<file path="config.mk">
export PLATFORM = sky130hd
export DESIGN_NAME = differential_mix_speed_feedback
export DESIGN_NICKNAME = d
export VERILOG_FILES = /design/src/rtl/dmsf_pkg.sv /design/src/rtl/differential_mix_speed_feedback.sv
export SDC_FILE = /design/constraint.sdc
export NUM_CORES = 1
export LEC_CHECK = 0
export BUFFER_PORTS_ARGS = -buffer_cell sky130_fd_sc_hd__buf_2
export CAP_MARGIN = 20
export CORE_MARGIN = 2
export CORE_UTILIZATION = 40
export CTS_BUF_LIST = sky130_fd_sc_hd__clkbuf_8
export CTS_CLUSTER_SIZE = 10
export DETAILED_ROUTE_END_ITERATION = 6
export PLACE_DENSITY = 0.53
export SLEW_MARGIN = 20
export SYNTH_ARGS = -nofsm -noshare
export SYNTH_HDL_FRONTEND = slang
export SYNTH_SLANG_ARGS = --single-unit
</file>
<file path="constraint.sdc">
create_clock -name clk -period 10.8 [get_ports clk]
set_input_delay 0.54 -clock clk [delete_from_list [all_inputs] [get_ports clk]]
set_output_delay 0.54 -clock clk [all_outputs]
set_load 0.05 [all_outputs]
</file>
<file path="src/rtl/dmsf_pkg.sv">
// Shared constants for the differential mixer with speed feedback.
package dmsf_pkg;

  localparam int PCT_W   = 8;     // throttle and steering width
  localparam int CNT_W   = 10;    // encoder count width
  localparam int RPS_W   = 10;    // max_rps register width
  localparam int DRV_W   = 10;    // signed drive width
  localparam int MAG_W   = 9;     // drive magnitude / previous request width
  localparam int GAIN_W  = 10;    // unsigned Q2.8 gain
  localparam int PROD_W  = 20;    // shared multiplier product width
  localparam int NUM_W   = 28;    // divider dividend width
  localparam int DEN_W   = 18;    // divider divisor width
  localparam int QUO_W   = 10;    // quotient bits produced per division
  localparam int STEP_W  = 4;     // divider step counter width

  localparam logic [RPS_W-1:0]  MAX_RPS_RST = 10'd250;
  localparam logic [12:0]       MIX_RECIP   = 13'd5243;   // ceil(2^18 / 50)
  localparam int                MIX_SHIFT   = 18;
  localparam logic [GAIN_W-1:0] GAIN_ONE    = 10'd256;
  localparam logic [GAIN_W-1:0] GAIN_STALL  = 10'd512;
  localparam logic [GAIN_W-1:0] GAIN_MIN    = 10'd128;
  localparam logic [GAIN_W-1:0] GAIN_MAX    = 10'd768;
  localparam logic [MAG_W-1:0]  DRIVE_LIM   = 9'd511;
  localparam logic [STEP_W-1:0] LAST_STEP   = 4'(QUO_W - 1);

  localparam int IN_DATA_W  = 40;
  localparam int OUT_DATA_W = 40;

endpackage

</file>
<file path="src/rtl/differential_mix_speed_feedback.sv">
// Differential drive mixer: arcade mixing plus per-motor speed feedback gain.
//
// One request per control tick carries throttle, steering and both encoder
// counts; one request comes back with the adjusted right and left drives and
// the gains applied (unsigned Q2.8, 0.5 to 3.0). Two-variable products use one
// shared 10x10 multiplier; channel divisions use one restoring divider that
// yields ten quotient bits, one bit per cycle, under a small sequencer. The
// steering map divides by a constant through a separate reciprocal multiply;
// each motor channel then divides and applies its gain. An item occupies the
// block from acceptance until its result enters the output register, during
// which s_tready is low. The output register lets the next request be taken
// while a finished result waits. max_rps may be written only while idle.
module differential_mix_speed_feedback
  import dmsf_pkg::*;
(
  input  logic                  clk,
  input  logic                  rst,
  // config
  input  logic                  cfg_wen,
  input  logic [RPS_W-1:0]      cfg_wdata,    // max_rps
  // input stream
  input  logic                  s_tvalid,
  output logic                  s_tready,
  input  logic [IN_DATA_W-1:0]  s_tdata,      // throttle_pct[7:0], steer_pct[15:8],
                                              // count_right[25:16], count_left[35:26]
  // output stream
  output logic                  m_tvalid,
  input  logic                  m_tready,
  output logic [OUT_DATA_W-1:0] m_tdata       // right_drive[9:0], left_drive[19:10],
                                              // right_gain[29:20], left_gain[39:30]
);

  typedef enum logic [2:0] {
    S_IDLE, S_MUL, S_LOAD, S_DIV, S_POST, S_AMUL, S_ADONE, S_OUT
  } state_t;

  typedef enum logic [1:0] {PH_MIX, PH_RIGHT, PH_LEFT} phase_t;

  state_t state;
  phase_t phase;

  logic [RPS_W-1:0]         max_rps;
  logic signed [PCT_W-1:0]  thr;
  logic signed [PCT_W-1:0]  steer;
  logic [CNT_W-1:0]         cnt_r, cnt_l;
  logic signed [DRV_W-1:0]  drv_r, drv_l;     // mixed drives before gain
  logic signed [DRV_W-1:0]  adj_r, adj_l;     // drives after gain
  logic [GAIN_W-1:0]        gain_r, gain_l;
  logic [MAG_W-1:0]         prev_r, prev_l;
  logic [PROD_W-1:0]        prod;
  logic [NUM_W-1:0]         rem, dsh;
  logic [QUO_W-1:0]         quo;
  logic                     ovf;
  logic [STEP_W-1:0]        step;
  logic                     out_valid;
  logic [OUT_DATA_W-1:0]    out_data;

  // operand selection and datapath
  logic [PCT_W-1:0]         thr_mag, steer_mag;
  logic signed [DRV_W-1:0]  cur_drv;
  logic [MAG_W-1:0]         cur_mag, cur_prev;
  logic [CNT_W-1:0]         cur_cnt;
  logic [GAIN_W-1:0]        cur_gain;
  logic [DRV_W-1:0]         req_sum;
  logic [9:0]               mul_a, mul_b;
  logic [PROD_W-1:0]        mul_p;
  logic [PROD_W+12:0]       mix_scaled;
  logic [NUM_W-1:0]         num;
  logic [DEN_W-1:0]         den;
  logic                     fits;
  logic signed [DRV_W:0]    thr_ext, sec;
  logic [GAIN_W-1:0]        gain_calc;
  logic [PROD_W:0]          rnd;
  logic [PROD_W-8:0]        mag_sh;
  logic [MAG_W-1:0]         mag_sat;
  logic signed [DRV_W-1:0]  adj;

  assign thr_mag   = thr[PCT_W-1]   ? PCT_W'(-thr)   : PCT_W'(thr);
  assign steer_mag = steer[PCT_W-1] ? PCT_W'(-steer) : PCT_W'(steer);

  assign cur_drv  = (phase == PH_RIGHT) ? drv_r  : drv_l;
  assign cur_mag  = cur_drv[DRV_W-1] ? MAG_W'(-cur_drv) : MAG_W'(cur_drv);
  assign cur_prev = (phase == PH_RIGHT) ? prev_r : prev_l;
  assign cur_cnt  = (phase == PH_RIGHT) ? cnt_r  : cnt_l;
  assign cur_gain = (phase == PH_RIGHT) ? gain_r : gain_l;
  assign req_sum  = DRV_W'(cur_prev) + DRV_W'(cur_mag);

  always_comb begin
    if (state == S_AMUL) begin
      mul_a = 10'(cur_mag);
      mul_b = cur_gain;
    end else if (phase == PH_MIX) begin
      mul_a = 10'(steer_mag);
      mul_b = 10'(thr_mag);
    end else begin
      mul_a = req_sum;
      mul_b = max_rps;
    end
  end
  assign mul_p = mul_a * mul_b;

  // 2*prod/100 as prod * ceil(2^18/50) >> 18, exact while prod stays below 43691
  assign mix_scaled = (PROD_W+13)'(prod) * (PROD_W+13)'(MIX_RECIP);

  assign num = {prod, 8'b0};
  // 200 * count as shift-add
  assign den = DEN_W'({cur_cnt, 7'b0}) + DEN_W'({cur_cnt, 6'b0}) + DEN_W'({cur_cnt, 3'b0});

  assign fits = (rem >= dsh);

  // secondary motor: thr - sign(thr) * trunc(2*|thr|*|steer| / 100)
  assign thr_ext = (DRV_W+1)'(thr);
  assign sec = thr[PCT_W-1] ? thr_ext + $signed({1'b0, quo})
                            : thr_ext - $signed({1'b0, quo});

  always_comb begin
    if (cur_cnt == '0) begin
      gain_calc = (req_sum != '0) ? GAIN_STALL : GAIN_ONE;
    end else if (ovf || quo > GAIN_MAX) begin
      gain_calc = GAIN_MAX;
    end else if (quo < GAIN_MIN) begin
      gain_calc = GAIN_MIN;
    end else begin
      gain_calc = quo;
    end
  end

  // round half away from zero on magnitude, then saturate
  assign rnd     = (PROD_W+1)'(prod) + (PROD_W+1)'(128);
  assign mag_sh  = rnd[PROD_W:8];
  assign mag_sat = (mag_sh > (PROD_W-7)'(DRIVE_LIM)) ? DRIVE_LIM : mag_sh[MAG_W-1:0];
  assign adj     = cur_drv[DRV_W-1] ? -$signed({1'b0, mag_sat}) : $signed({1'b0, mag_sat});

  assign s_tready = (state == S_IDLE);
  assign m_tvalid = out_valid;
  assign m_tdata  = out_data;

  always_ff @(posedge clk) begin
    if (rst) begin
      state     <= S_IDLE;
      phase     <= PH_MIX;
      max_rps   <= MAX_RPS_RST;
      prev_r    <= '0;
      prev_l    <= '0;
      out_valid <= 1'b0;
    end else begin
      if (cfg_wen) begin
        max_rps <= cfg_wdata;
      end
      if (state == S_OUT && (!out_valid || m_tready)) begin
        out_valid <= 1'b1;
      end else if (out_valid && m_tready) begin
        out_valid <= 1'b0;
      end
      case (state)
        S_IDLE: begin
          if (s_tvalid) begin
            thr   <= s_tdata[7:0];
            steer <= s_tdata[15:8];
            cnt_r <= s_tdata[25:16];
            cnt_l <= s_tdata[35:26];
            phase <= PH_MIX;
            state <= S_MUL;
          end
        end
        S_MUL: begin
          prod  <= mul_p;
          state <= S_LOAD;
        end
        S_LOAD: begin
          if (phase == PH_MIX) begin
            quo   <= mix_scaled[MIX_SHIFT +: QUO_W];
            state <= S_POST;
          end else begin
            rem   <= num;
            dsh   <= NUM_W'({den, 9'b0});
            ovf   <= (num >= {den, 10'b0});
            quo   <= '0;
            step  <= LAST_STEP;
            state <= S_DIV;
          end
        end
        S_DIV: begin
          if (fits) begin
            rem <= rem - dsh;
          end
          quo  <= {quo[QUO_W-2:0], fits};
          dsh  <= dsh >> 1;
          step <= step - 1'b1;
          if (step == '0) begin
            state <= S_POST;
          end
        end
        S_POST: begin
          if (phase == PH_MIX) begin
            if (thr == '0) begin
              drv_r <= '0;
              drv_l <= '0;
            end else if (steer[PCT_W-1]) begin
              drv_l <= DRV_W'(sec);
              drv_r <= DRV_W'(thr_ext);
            end else begin
              drv_l <= DRV_W'(thr_ext);
              drv_r <= DRV_W'(sec);
            end
            phase <= PH_RIGHT;
            state <= S_MUL;
          end else begin
            if (phase == PH_RIGHT) begin
              gain_r <= gain_calc;
            end else begin
              gain_l <= gain_calc;
            end
            state <= S_AMUL;
          end
        end
        S_AMUL: begin
          prod  <= mul_p;
          state <= S_ADONE;
        end
        S_ADONE: begin
          if (phase == PH_RIGHT) begin
            adj_r  <= adj;
            prev_r <= mag_sat;
            phase  <= PH_LEFT;
            state  <= S_MUL;
          end else begin
            adj_l  <= adj;
            prev_l <= mag_sat;
            state  <= S_OUT;
          end
        end
        S_OUT: begin
          if (!out_valid || m_tready) begin
            out_data <= {gain_l, gain_r, adj_l, adj_r};
            state    <= S_IDLE;
          end
        end
        default: begin
          state <= S_IDLE;
        end
      endcase
    end
  end

endmodule
</file>
==> summary.txt, run 1 <==
======================================================================================
Average cell area after synthesis .......................................    10.3 um^2
Library cell with the highest instance count after synthesis ............ sky130_fd_sc_hd__inv_1
Post-layout nets ........................................................        2,692
Peak per-stage delay on the critical path ...............................      0.58 ns
Crit-path max FO ........................................................           21
Residual DRC ............................................................            0
CP Depth ................................................................           33
Post-synthesis adder-cell area fraction .................................        30.3%
Die span in y ...........................................................       237 um
Setup TNS Final .........................................................         0 ns
Fill cells ..............................................................        5,130
Dominant delay contributor by cell family on the critical path ..........  adder cells
Count of antenna-violating nets left after detailed routing .............            0
Cells taking the most area after synthesis .............................. sky130_fd_sc_hd__edfxtp_1, sky130_fd_sc_hd__fa_1, sky130_fd_sc_hd__ha_1, sky130_fd_sc_hd__inv_1, sky130_fd_sc_hd__xnor2_1
Share of the synthesized area in the top cell type ......................        31.3%
Clock transition at the registers of the reported paths .................      0.07 ns
End point of the most critical hold path ................................     cnt_l[1]
Yosys warns .............................................................            0
Class of the tightest hold or removal check ............................. input port to register
Multiplexer share of the synthesized area ...............................        2.12%
Arr. time, crit path ....................................................      9.42 ns
Maximum number of pins on one net before global-route repair ............           63
Overall routed net length ...............................................    54,300 um
Highest-delay cell along the critical path .............................. sky130_fd_sc_hd__nor2b_4
Crit. End Element .......................................................     register
Core region area ........................................................  53,700 um^2
RD Place Congestion .....................................................        0.846
Drt initial violations ..................................................        1,020
Category of the worst setup path launch point ...........................     register
Via count of the first global-routing pass ..............................       16,000
Startpoint-to-endpoint class of the critical path ....................... register to register
Cell chosen for the clock root .......................................... sky130_fd_sc_hd__clkbuf_8
Post-synthesis instance total ...........................................        2,101
Initial Util ............................................................        40.4%
Area fraction in compound gates after synthesis .........................        10.5%
Mean routed wirelength per cell .........................................      18.4 um
Part of the Yosys area used for sequential elements .....................        34.4%
Worst reg2reg setup slack ...............................................      1.77 ns
Number of distinct standard cells referenced by the synthesized netlist .           79
Number of resized instances in the post-cts repair step .................            0
Sink count of the clock tree ............................................          260
Syn_nets ................................................................        2,579
Number of slew-limit violations in the final report .....................            0
Max_cap viols ...........................................................            0
Final critical delay including setup and external delays ................      9.03 ns
Worst Hold Path Cells ...................................................            1
Floorplan die area ......................................................  56,100 um^2
Maximum clock frequency .................................................      111 MHz
Xor and xnor fraction of the mapped netlist area ........................        4.87%
Area growth from synthesis to layout ....................................        10.9%
Worst reg-to-reg path cell count ........................................           33
Crit Reg-Reg Startpoint .................................................     phase[1]
Total overflow reported by the global router ............................            0
Placed Instance Area ....................................................  23,000 um^2
Cell types with the highest counts after synthesis ...................... sky130_fd_sc_hd__inv_1, sky130_fd_sc_hd__ha_1, sky130_fd_sc_hd__edfxtp_1
R2R Path End ............................................................     prod[19]
Routed via count divided by cell count ..................................         5.20
Horizontal die dimension ................................................       237 um
Final worst-path cycle share ............................................        83.6%
Ports placed on the boundary ............................................           97
Finished Cell Area ......................................................  24,100 um^2
Aggregate global-route resource usage ...................................        19.9%
Post-CTS setup buffer count .............................................            0
Cell area after synthesis ...............................................  21,700 um^2
Share of synthesized registers carrying an async set or reset ...........           0%
Number of hold violations in the final report ...........................            0
Number of levels the H-tree was split into ..............................            2
Clock buffers created by TritonCTS ......................................           49
Total setup violations reported at the end of the flow ..................            0
Origin of the worst min-delay path ......................................  s_tdata[27]
Combinational family with the most area after synthesis .................  adder cells
Number of buffers and inverters on the critical path ....................            5
Clock tree from TritonCTS ...............................................        built
I/O Buffers .............................................................           92
Outcome .................................................................    completed
RSZ-0062 raised after global routing ....................................           no
Clock latency on the worst-skew pair ....................................      0.64 ns
Synthesized flop and latch total ........................................          260
Data required, critical path ............................................     11.19 ns
Half-perimeter wire length after placement ..............................    42,200 um
Worst rel slew slack ....................................................        29.1%
Number of enable-type register cells in the synthesized netlist .........          226
Initial antenna violation count .........................................            4
Total number of vias ....................................................       15,400
Quantity of hold-fixing buffers added after cts .........................            0
Proportion of layout cells with a drive suffix above 1 ..................        9.84%
Number of rows created at floorplan .....................................           85
Clock tree skew after final layout ......................................    0.0287 ns
Slew at the pin with the worst max-slew slack ...........................      1.06 ns
Clock buffer depth ......................................................            3
Global-route wire length before repair ..................................    86,800 um
Top flip-flop cell by instance count after synthesis .................... sky130_fd_sc_hd__edfxtp_1
TritonRoute pass-1 iters ................................................            5
Simple-gate share of the synthesized area ...............................        11.5%
Top cell type by total area after synthesis ............................. sky130_fd_sc_hd__edfxtp_1
======================================================================================
-- sequential cells by signal (all words and copies together) (netlist names), 4 cells and up --
name and cells:
prev_l 9, prev_r 9, adj_r 10, prod 20
step 4, drv_l 10, m_tdata 40, gain_l 10
steer 8, thr 8, quo 10, cnt_l 10
gain_r 10, cnt_r 10, adj_l 10, dsh 27
rem 28, drv_r 10, max_rps 10
-- routing by layer --
layer,track usage (%),vias to the layer above,part of all wire (%)
li1,-,7390,-
met1,27.4,7513,46
met2,32.6,368,47
met3,2.97,93,5.2
met4,5.87,4,2.4
met5,0,-,0.037
-- cell families (layout without fill, tap and decap cells) --
| family | count (synthesis) | in the layout |
|---|---|---|
| flops | 260 | 260 |
| compound gates | 352 | 352 |
| other cells | 0 | 2 |
| simple gates | 544 | 544 |
| mux | 45 | 45 |
| xor+xnor | 119 | 119 |
| buf+inv | 358 | 512 |
| fa+ha+maj | 423 | 423 |
-- through the flow --
stage	worst slack (ns)	util (%)	instances	hold slack (ns)
3_3_place_gp	1.95	42.9	2858	0.406
5_1_grt	1.19	44.8	2953	0.0370
6_report	1.77	44.8	2953	0.0842
3_5_place_dp	1.82	42.9	2858	0.406
2_1_floorplan	2.48	-	2101	0.400
4_1_cts	1.83	44.8	2950	0.0273
-- cells in the final DEF, fill, tap and decap left out, types with 26 or more instances in the layout --
| cell type | n |
|---|---|
| sky130_fd_sc_hd__a21o_1 | 26 |
| sky130_fd_sc_hd__buf_2 | 92 |
| sky130_fd_sc_hd__nor2_1 | 189 |
| sky130_fd_sc_hd__clkbuf_8 | 54 |
| sky130_fd_sc_hd__mux2i_1 | 41 |
| sky130_fd_sc_hd__fa_1 | 170 |
| sky130_fd_sc_hd__nor2b_1 | 28 |
| sky130_fd_sc_hd__a211oi_1 | 27 |
| sky130_fd_sc_hd__ha_1 | 253 |
| sky130_fd_sc_hd__nor3_1 | 38 |
| sky130_fd_sc_hd__dfxtp_1 | 34 |
| sky130_fd_sc_hd__xor2_1 | 32 |
| sky130_fd_sc_hd__nand2_1 | 163 |
| sky130_fd_sc_hd__edfxtp_1 | 226 |
| sky130_fd_sc_hd__a21oi_1 | 94 |
| sky130_fd_sc_hd__buf_4 | 27 |
| sky130_fd_sc_hd__xnor2_1 | 85 |
| sky130_fd_sc_hd__o21ai_0 | 78 |
| sky130_fd_sc_hd__inv_1 | 317 |
-- layout make-up --
| type | instances | area [um^2] | area share (%) |
|---|---|---|---|
| Multi-Input combinational cell | 1483 | 12900 | 53.6 |
| Sequential cell | 260 | 7470 | 31.0 |
| Inverter | 300 | 1130 | 4.68 |
| Tap cell | 696 | 871 | 3.62 |
| Clock buffer | 54 | 743 | 3.09 |
| Timing Repair Buffer | 120 | 678 | 2.82 |
| Clock inverter | 38 | 270 | 1.12 |
| Antenna cell | 2 | 5.00 | 0.0208 |
-- worst max-delay path by stage --
stage               startpoint       end  slack (ns)
CTS                   phase[1]  prod[19]        1.83
floorplan             phase[0]  prod[18]        2.48
finish                phase[1]  prod[19]        1.77
global route          phase[1]  prod[19]        1.19
global placement      phase[1]  prod[19]        1.95
detailed placement    phase[1]  prod[19]        1.82
-- worst reg2reg max path, delay by kind of cell (launching register included) --
kind	cells	cell delay, ns
XOR/XNOR	2	0.37
AND/OR/NAND/NOR	4	1.09
multiplexers	1	0.40
flip-flops	1	0.47
AO/OA/AOI/OAI	13	2.83
adder cells (fa/ha/maj)	8	3.32
buffers and inverters	5	0.33
Power of run 1 is not shown: default switching activity piles up to over one toggle a cycle in this logic, so the estimate is an artifact.
==> inputs of run 2 (changes only) <==
Settings changed: PLACE_DENSITY 0.53 to 0.55.
Clock period 10.8 ns to 7.65 ns, I/O delays scaled along.
==> summary.txt, run 2 (synthesis gave the netlist of run 1 again) <==
==================================================================================
Cell chosen for the clock root ...................................... sky130_fd_sc_hd__clkbuf_8
Crit Reg-Reg Startpoint .............................................     phase[0]
Peak per-stage delay on the critical path ...........................      0.58 ns   about the same
Highest-delay cell along the critical path .......................... sky130_fd_sc_hd__fa_1
Via count of the first global-routing pass ..........................       16,400   +2.8%
Placed Instance Area ................................................  23,400 um^2   +1.8%
Worst rel slew slack ................................................        32.3%   +3.2 points
R2R Path End ........................................................     prod[19]
Category of the worst setup path launch point .......................     register
Number of hold violations in the final report .......................            0   unchanged
Finished Cell Area ..................................................  25,300 um^2   +5.1%
Origin of the worst min-delay path .................................. cfg_wdata[9]
Number of levels the H-tree was split into ..........................            2   unchanged
Total setup violations reported at the end of the flow ..............            0   unchanged
Number of slew-limit violations in the final report .................            0   unchanged
Die span in y .......................................................       237 um   unchanged
Half-perimeter wire length after placement ..........................    42,900 um   +1.7%
Clock tree from TritonCTS ...........................................        built
Ports placed on the boundary ........................................           97   unchanged
Max_cap viols .......................................................            0   unchanged
Clock tree skew after final layout ..................................    0.0250 ns   -0.00371 ns
Drt initial violations ..............................................          896   -12%
Overall routed net length ...........................................    55,300 um   +1.9%
Top cell by count, worst path ....................................... sky130_fd_sc_hd__fa_1
Crit. End Element ...................................................     register
Residual DRC ........................................................            0   unchanged
Worst reg-to-reg path cell count ....................................           32   -3.0%
Data required, critical path ........................................      8.00 ns   -3.19 ns
Post-layout nets ....................................................        2,797   +3.9%
Clock transition at the registers of the reported paths .............      0.06 ns   about the same
I/O Buffers .........................................................           92   unchanged
Clock buffers created by TritonCTS ..................................           48   -2.0%
End point of the most critical hold path ............................   max_rps[9]
Number of rows created at floorplan .................................           85   unchanged
Crit-path max FO ....................................................            5   -76%
Floorplan die area ..................................................  56,100 um^2   unchanged
RD Place Congestion .................................................        0.899   +6.2%
Sink count of the clock tree ........................................          260   unchanged
Total overflow reported by the global router ........................            0   unchanged
Clock buffer depth ..................................................            3   unchanged
Area growth from synthesis to layout ................................        16.6%
Worst reg2reg setup slack ...........................................      0.16 ns   -1.61 ns
Mean routed wirelength per cell .....................................      18.1 um   -1.4%
Total number of vias ................................................       15,900   +3.2%
Final critical delay including setup and external delays ............      7.49 ns   -1.54 ns
Fill cells ..........................................................        4,985   -2.8%
Flip-flop count of the largest register, all copies and words added .           40   unchanged
Class of the tightest hold or removal check ......................... input port to register
Slew at the pin with the worst max-slew slack .......................      1.02 ns   -0.0435 ns
Most used cells in the layout excluding fill and tap cells .......... sky130_fd_sc_hd__inv_1, sky130_fd_sc_hd__ha_1, sky130_fd_sc_hd__edfxtp_1
Leading cell type in the layout, fill and taps excluded ............. sky130_fd_sc_hd__inv_1
Outcome .............................................................    completed
Initial antenna violation count .....................................            2   -2
Maximum number of pins on one net before global-route repair ........           66   +4.8%
TritonRoute pass-1 iters ............................................            5   unchanged
Horizontal die dimension ............................................       237 um   unchanged
Count of antenna-violating nets left after detailed routing .........            0   unchanged
Routed via count divided by cell count ..............................         5.20   -0.14%
Startpoint-to-endpoint class of the critical path ................... register to register
Global-route wire length before repair ..............................    87,700 um   +1.1%
Final worst-path cycle share ........................................        98.0%   +14 points
Proportion of layout cells with a drive suffix above 1 ..............        14.6%   +4.7 points
Initial Util ........................................................        40.4%   unchanged
Arr. time, crit path ................................................      7.84 ns   -1.58 ns
Maximum clock frequency .............................................      133 MHz   +21%
Aggregate global-route resource usage ...............................        19.9%   -0.030 points
Clock latency on the worst-skew pair ................................      0.63 ns   about the same
Worst Hold Path Cells ...............................................            3   +2
Core region area ....................................................  53,700 um^2   unchanged
==================================================================================
==> run 2: cell types whose count changed in the layout (fill, tap and decap cells not counted), moves of 6 or more <==
cell / previous run / this run
sky130_fd_sc_hd__a21oi_1: 94 / 85
sky130_fd_sc_hd__a21oi_2: 1 / 10
sky130_fd_sc_hd__buf_4: 27 / 81
sky130_fd_sc_hd__buf_6: 0 / 6
sky130_fd_sc_hd__dlygate4sd3_1: 0 / 45
sky130_fd_sc_hd__ha_1: 253 / 243
sky130_fd_sc_hd__ha_4: 0 / 8
sky130_fd_sc_hd__inv_1: 317 / 306
sky130_fd_sc_hd__inv_2: 0 / 7
sky130_fd_sc_hd__o21ai_0: 78 / 68
==> run 2: through the flow <==
step	instances	setup slack (ns)	hold slack [ns]	util [%]	setup TNS, ns
after detailed placement	2908	-0.00949	0.405	43.6	-0.00949
after floorplan	2101	0.0130	0.400	-	0
after global placement	2908	0.0829	0.407	43.6	0
after CTS	3039	0.00425	0.0330	46.3	0
final	3051	0.157	0.0669	47.1	0
after global routing	3051	-0.132	0.0596	47.1	-0.229
==> run 2: routing by layer <==
layer	track usage, %	part of all wire, %
met5	0	0.024
met3	2.75	4.8
met1	27.2	46
met4	4.79	1.6
met2	33.4	48
==> run 2: repair_timing <==
item	CTS	global route
endpoints found under the hold margin	45	0
gates cloned	0	0
resized for setup	1	81
hold buffers	45	0
setup endpoints to repair	2	9
pin swaps	1	73
setup buffers	1	12
==> run 2: layout make-up <==
class | instances | area, um^2 | share of cell area, %
Clock inverter | 32 | 235 | 0.930
Antenna cell | 1 | 2.50 | 0.00990
Clock buffer | 53 | 729 | 2.89
Timing Repair Buffer | 226 | 1620 | 6.41
Inverter | 300 | 1130 | 4.46
Multi-Input combinational cell | 1483 | 13200 | 52.3
Sequential cell | 260 | 7470 | 29.5
Tap cell | 696 | 871 | 3.44
==> run 2: worst max-delay path by stage <==
stage          startpoint  endpoint  depth (start not counted)
2_1_floorplan    phase[0]  prod[18]                         38
3_3_place_gp     phase[1]  prod[18]                         33
3_5_place_dp     phase[1]  prod[18]                         33
4_1_cts          phase[0]  prod[18]                         33
5_1_grt          phase[0]  prod[19]                         34
6_report         phase[0]  prod[19]                         32
==> run 2: critical path: cells and delay by family, from the launching register on <==
kind	cells	cell delay, ns
xor+xnor	3	0.58
flops	1	0.33
fa+ha+maj	8	3.05
mux	1	0.35
simple gates	4	0.49
compound gates	12	2.15
buf+inv	4	0.24
Power of run 2 is left out for the same reason.
==> inputs of run 3 (changes only) <==
Settings changed: GPL_ROUTABILITY_DRIVEN set to 0, PLACE_DENSITY 0.55 to 0.7.
==> summary.txt, run 3 (synthesis gave the netlist of run 1 again) <==
==================================================================================
Number of diodes ....................................................            0   -1
Worst rel slew slack ................................................        32.5%   +0.19 points
Number of slew-limit violations in the final report .................            0   unchanged
Post-Place Worst Slack ..............................................   -0.0765 ns   -0.0670 ns
Origin of the worst min-delay path ..................................     s_tvalid
Count of antenna-violating nets left after detailed routing .........            0   unchanged
End point of the most critical hold path ............................     state[0]
Maximum number of pins on one net before global-route repair ........           66   unchanged
Total number of vias ................................................       16,100   +1.8%
Clock latency on the worst-skew pair ................................      0.64 ns   about the same
Maximum clock frequency .............................................      132 MHz   -1.1%
Clock buffer depth ..................................................            3   unchanged
Final critical delay including setup and external delays ............      7.57 ns   +0.0807 ns
Initial Util ........................................................        40.4%   unchanged
Startpoint-to-endpoint class of the critical path ................... register to register
Worst Hold Path Cells ...............................................            3   unchanged
Sink count of the clock tree ........................................          260   unchanged
Die span in y .......................................................       237 um   unchanged
Half-perimeter wire length after placement ..........................    41,300 um   -3.7%
Core region area ....................................................  53,700 um^2   unchanged
Floorplan die area ..................................................  56,100 um^2   unchanged
Clock transition at the registers of the reported paths .............      0.06 ns   about the same
Via count of the first global-routing pass ..........................       16,600   +1.2%
Total overflow reported by the global router ........................            0   unchanged
Highest-delay cell along the critical path .......................... sky130_fd_sc_hd__fa_1
Worst reg-to-reg path cell count ....................................           31   -3.1%
Data required, critical path ........................................      8.03 ns   +0.03 ns
R2R Path End ........................................................     prod[19]
Top cell by count, worst path ....................................... sky130_fd_sc_hd__fa_1
TritonRoute pass-1 iters ............................................            5   unchanged
Max_cap viols .......................................................            0   unchanged
Arr. time, crit path ................................................      7.95 ns   +0.11 ns
Aggregate global-route resource usage ...............................        19.2%   -0.72 points
Number of hold violations in the final report .......................            0   unchanged
Clock tree from TritonCTS ...........................................        built
Worst reg2reg setup slack ...........................................      0.08 ns   -0.08 ns
Crit-path max FO ....................................................            9   +4
Total setup violations reported at the end of the flow ..............            0   unchanged
Residual DRC ........................................................            0   unchanged
Initial antenna violation count .....................................            0   -2
Proportion of layout cells with a drive suffix above 1 ..............        13.8%   -0.73 points
Category of the worst setup path launch point .......................     register
Drt initial violations ..............................................        1,223   +36%
RSZ-0062 raised after global routing ................................          yes
Global-route wire length before repair ..............................    85,800 um   -2.2%
Number of rows created at floorplan .................................           85   unchanged
Leading cell type in the layout, fill and taps excluded ............. sky130_fd_sc_hd__inv_1
Area growth from synthesis to layout ................................        15.9%
Clock tree skew after final layout ..................................    0.0471 ns   +0.0221 ns
Origin of the worst setup path ......................................     phase[0]
I/O Buffers .........................................................           92   unchanged
Cell chosen for the clock root ...................................... sky130_fd_sc_hd__clkbuf_8
Slew at the pin with the worst max-slew slack .......................      1.01 ns   -0.00959 ns
Final WS setup ......................................................    0.0761 ns   -0.0807 ns
Flip-flop count of the largest register, all copies and words added .           40   unchanged
Clock buffers created by TritonCTS ..................................           45   -6.3%
Overall routed net length ...........................................    54,400 um   -1.5%
Peak per-stage delay on the critical path ...........................      0.53 ns   -0.05 ns
Outcome .............................................................    completed
Mean routed wirelength per cell .....................................      17.9 um   -1.1%
Post-layout nets ....................................................        2,787   -0.36%
Number of levels the H-tree was split into ..........................            2   unchanged
Most used cells in the layout excluding fill and tap cells .......... sky130_fd_sc_hd__inv_1, sky130_fd_sc_hd__ha_1, sky130_fd_sc_hd__edfxtp_1
Class of the tightest hold or removal check ......................... input port to register
Final worst-path cycle share ........................................        99.0%   +1.1 points
Routed via count divided by cell count ..............................         5.32   +2.3%
Horizontal die dimension ............................................       237 um   unchanged
Ports placed on the boundary ........................................           97   unchanged
Crit Reg-Reg Startpoint .............................................     phase[0]
Crit. End Element ...................................................     register
==================================================================================
-- run 3: cell types whose count changed in the layout (fill, tap and decap cells not counted), sizes merged --
cell / before / now
inv: 317 / 312
clkbuf: 53 / 47
diode: 1 / 0
clkinv: 11 / 16
dlygate4sd3: 45 / 46
buf: 181 / 173
-- run 3: critical path, delay by kind of cell (launching register included) --
family | cells | cell delay [ns]
fa+ha+maj | 8 | 3.07
compound gates | 12 | 2.26
simple gates | 5 | 0.69
mux | 1 | 0.36
flops | 1 | 0.34
xor+xnor | 2 | 0.30
buf+inv | 3 | 0.29
-- run 3: final cells by class --
class | count | area (um^2)
inverter | 300 | 1130
sequential | 260 | 7470
multi-input combinational | 1483 | 13200
clock inverter | 32 | 236
fill | 4833 | 28600
tap | 696 | 871
clock buffer | 47 | 647
timing repair buffer | 219 | 1550
-- run 3: worst max-delay path by stage --
| stage | slack (ns) | end |
|---|---|---|
| after floorplan | 0.01 | prod[18] |
| after global placement | 0.06 | prod[18] |
| after detailed placement | -0.08 | prod[18] |
| after CTS | -0.05 | prod[18] |
| after global routing | -0.15 | prod[19] |
| final | 0.08 | prod[19] |
-- run 3: timing repair --
action | in CTS | in global routing
resized for setup | 1 | 69
hold endpoints to repair | 46 | 0
hold buffers | 46 | 0
setup buffers | 1 | 20
pin swaps | 2 | 51
setup endpoints to repair | 2 | 8
-- run 3: per-stage QoR --
stage | util, % | instances | instance area, um^2 | TNS (ns) | hold WS, ns
6_report | 46.8 | 3037 | 25100 | 0 | 0.178
5_1_grt | 46.8 | 3037 | 25100 | -0.404 | 0.214
4_1_cts | 45.9 | 3017 | 24700 | -0.0542 | 0.166
3_5_place_dp | 43.4 | 2891 | 23300 | -0.149 | 0.410
3_3_place_gp | 43.4 | 2891 | 23300 | 0 | 0.406
2_1_floorplan | - | 2101 | 21700 | 0 | 0.400
-- run 3: per-layer routing --
| metal | vias up | global-route usage [%] | part of all wire, % |
|---|---|---|---|
| met5 | - | 0 | 0 |
| met4 | 0 | 7.17 | 3.4 |
| met3 | 140 | 3.04 | 7.0 |
| met2 | 562 | 32.0 | 47 |
| met1 | 7875 | 25.1 | 42 |
| li1 | 7570 | - | - |
Power of run 3 is left out for the same reason.
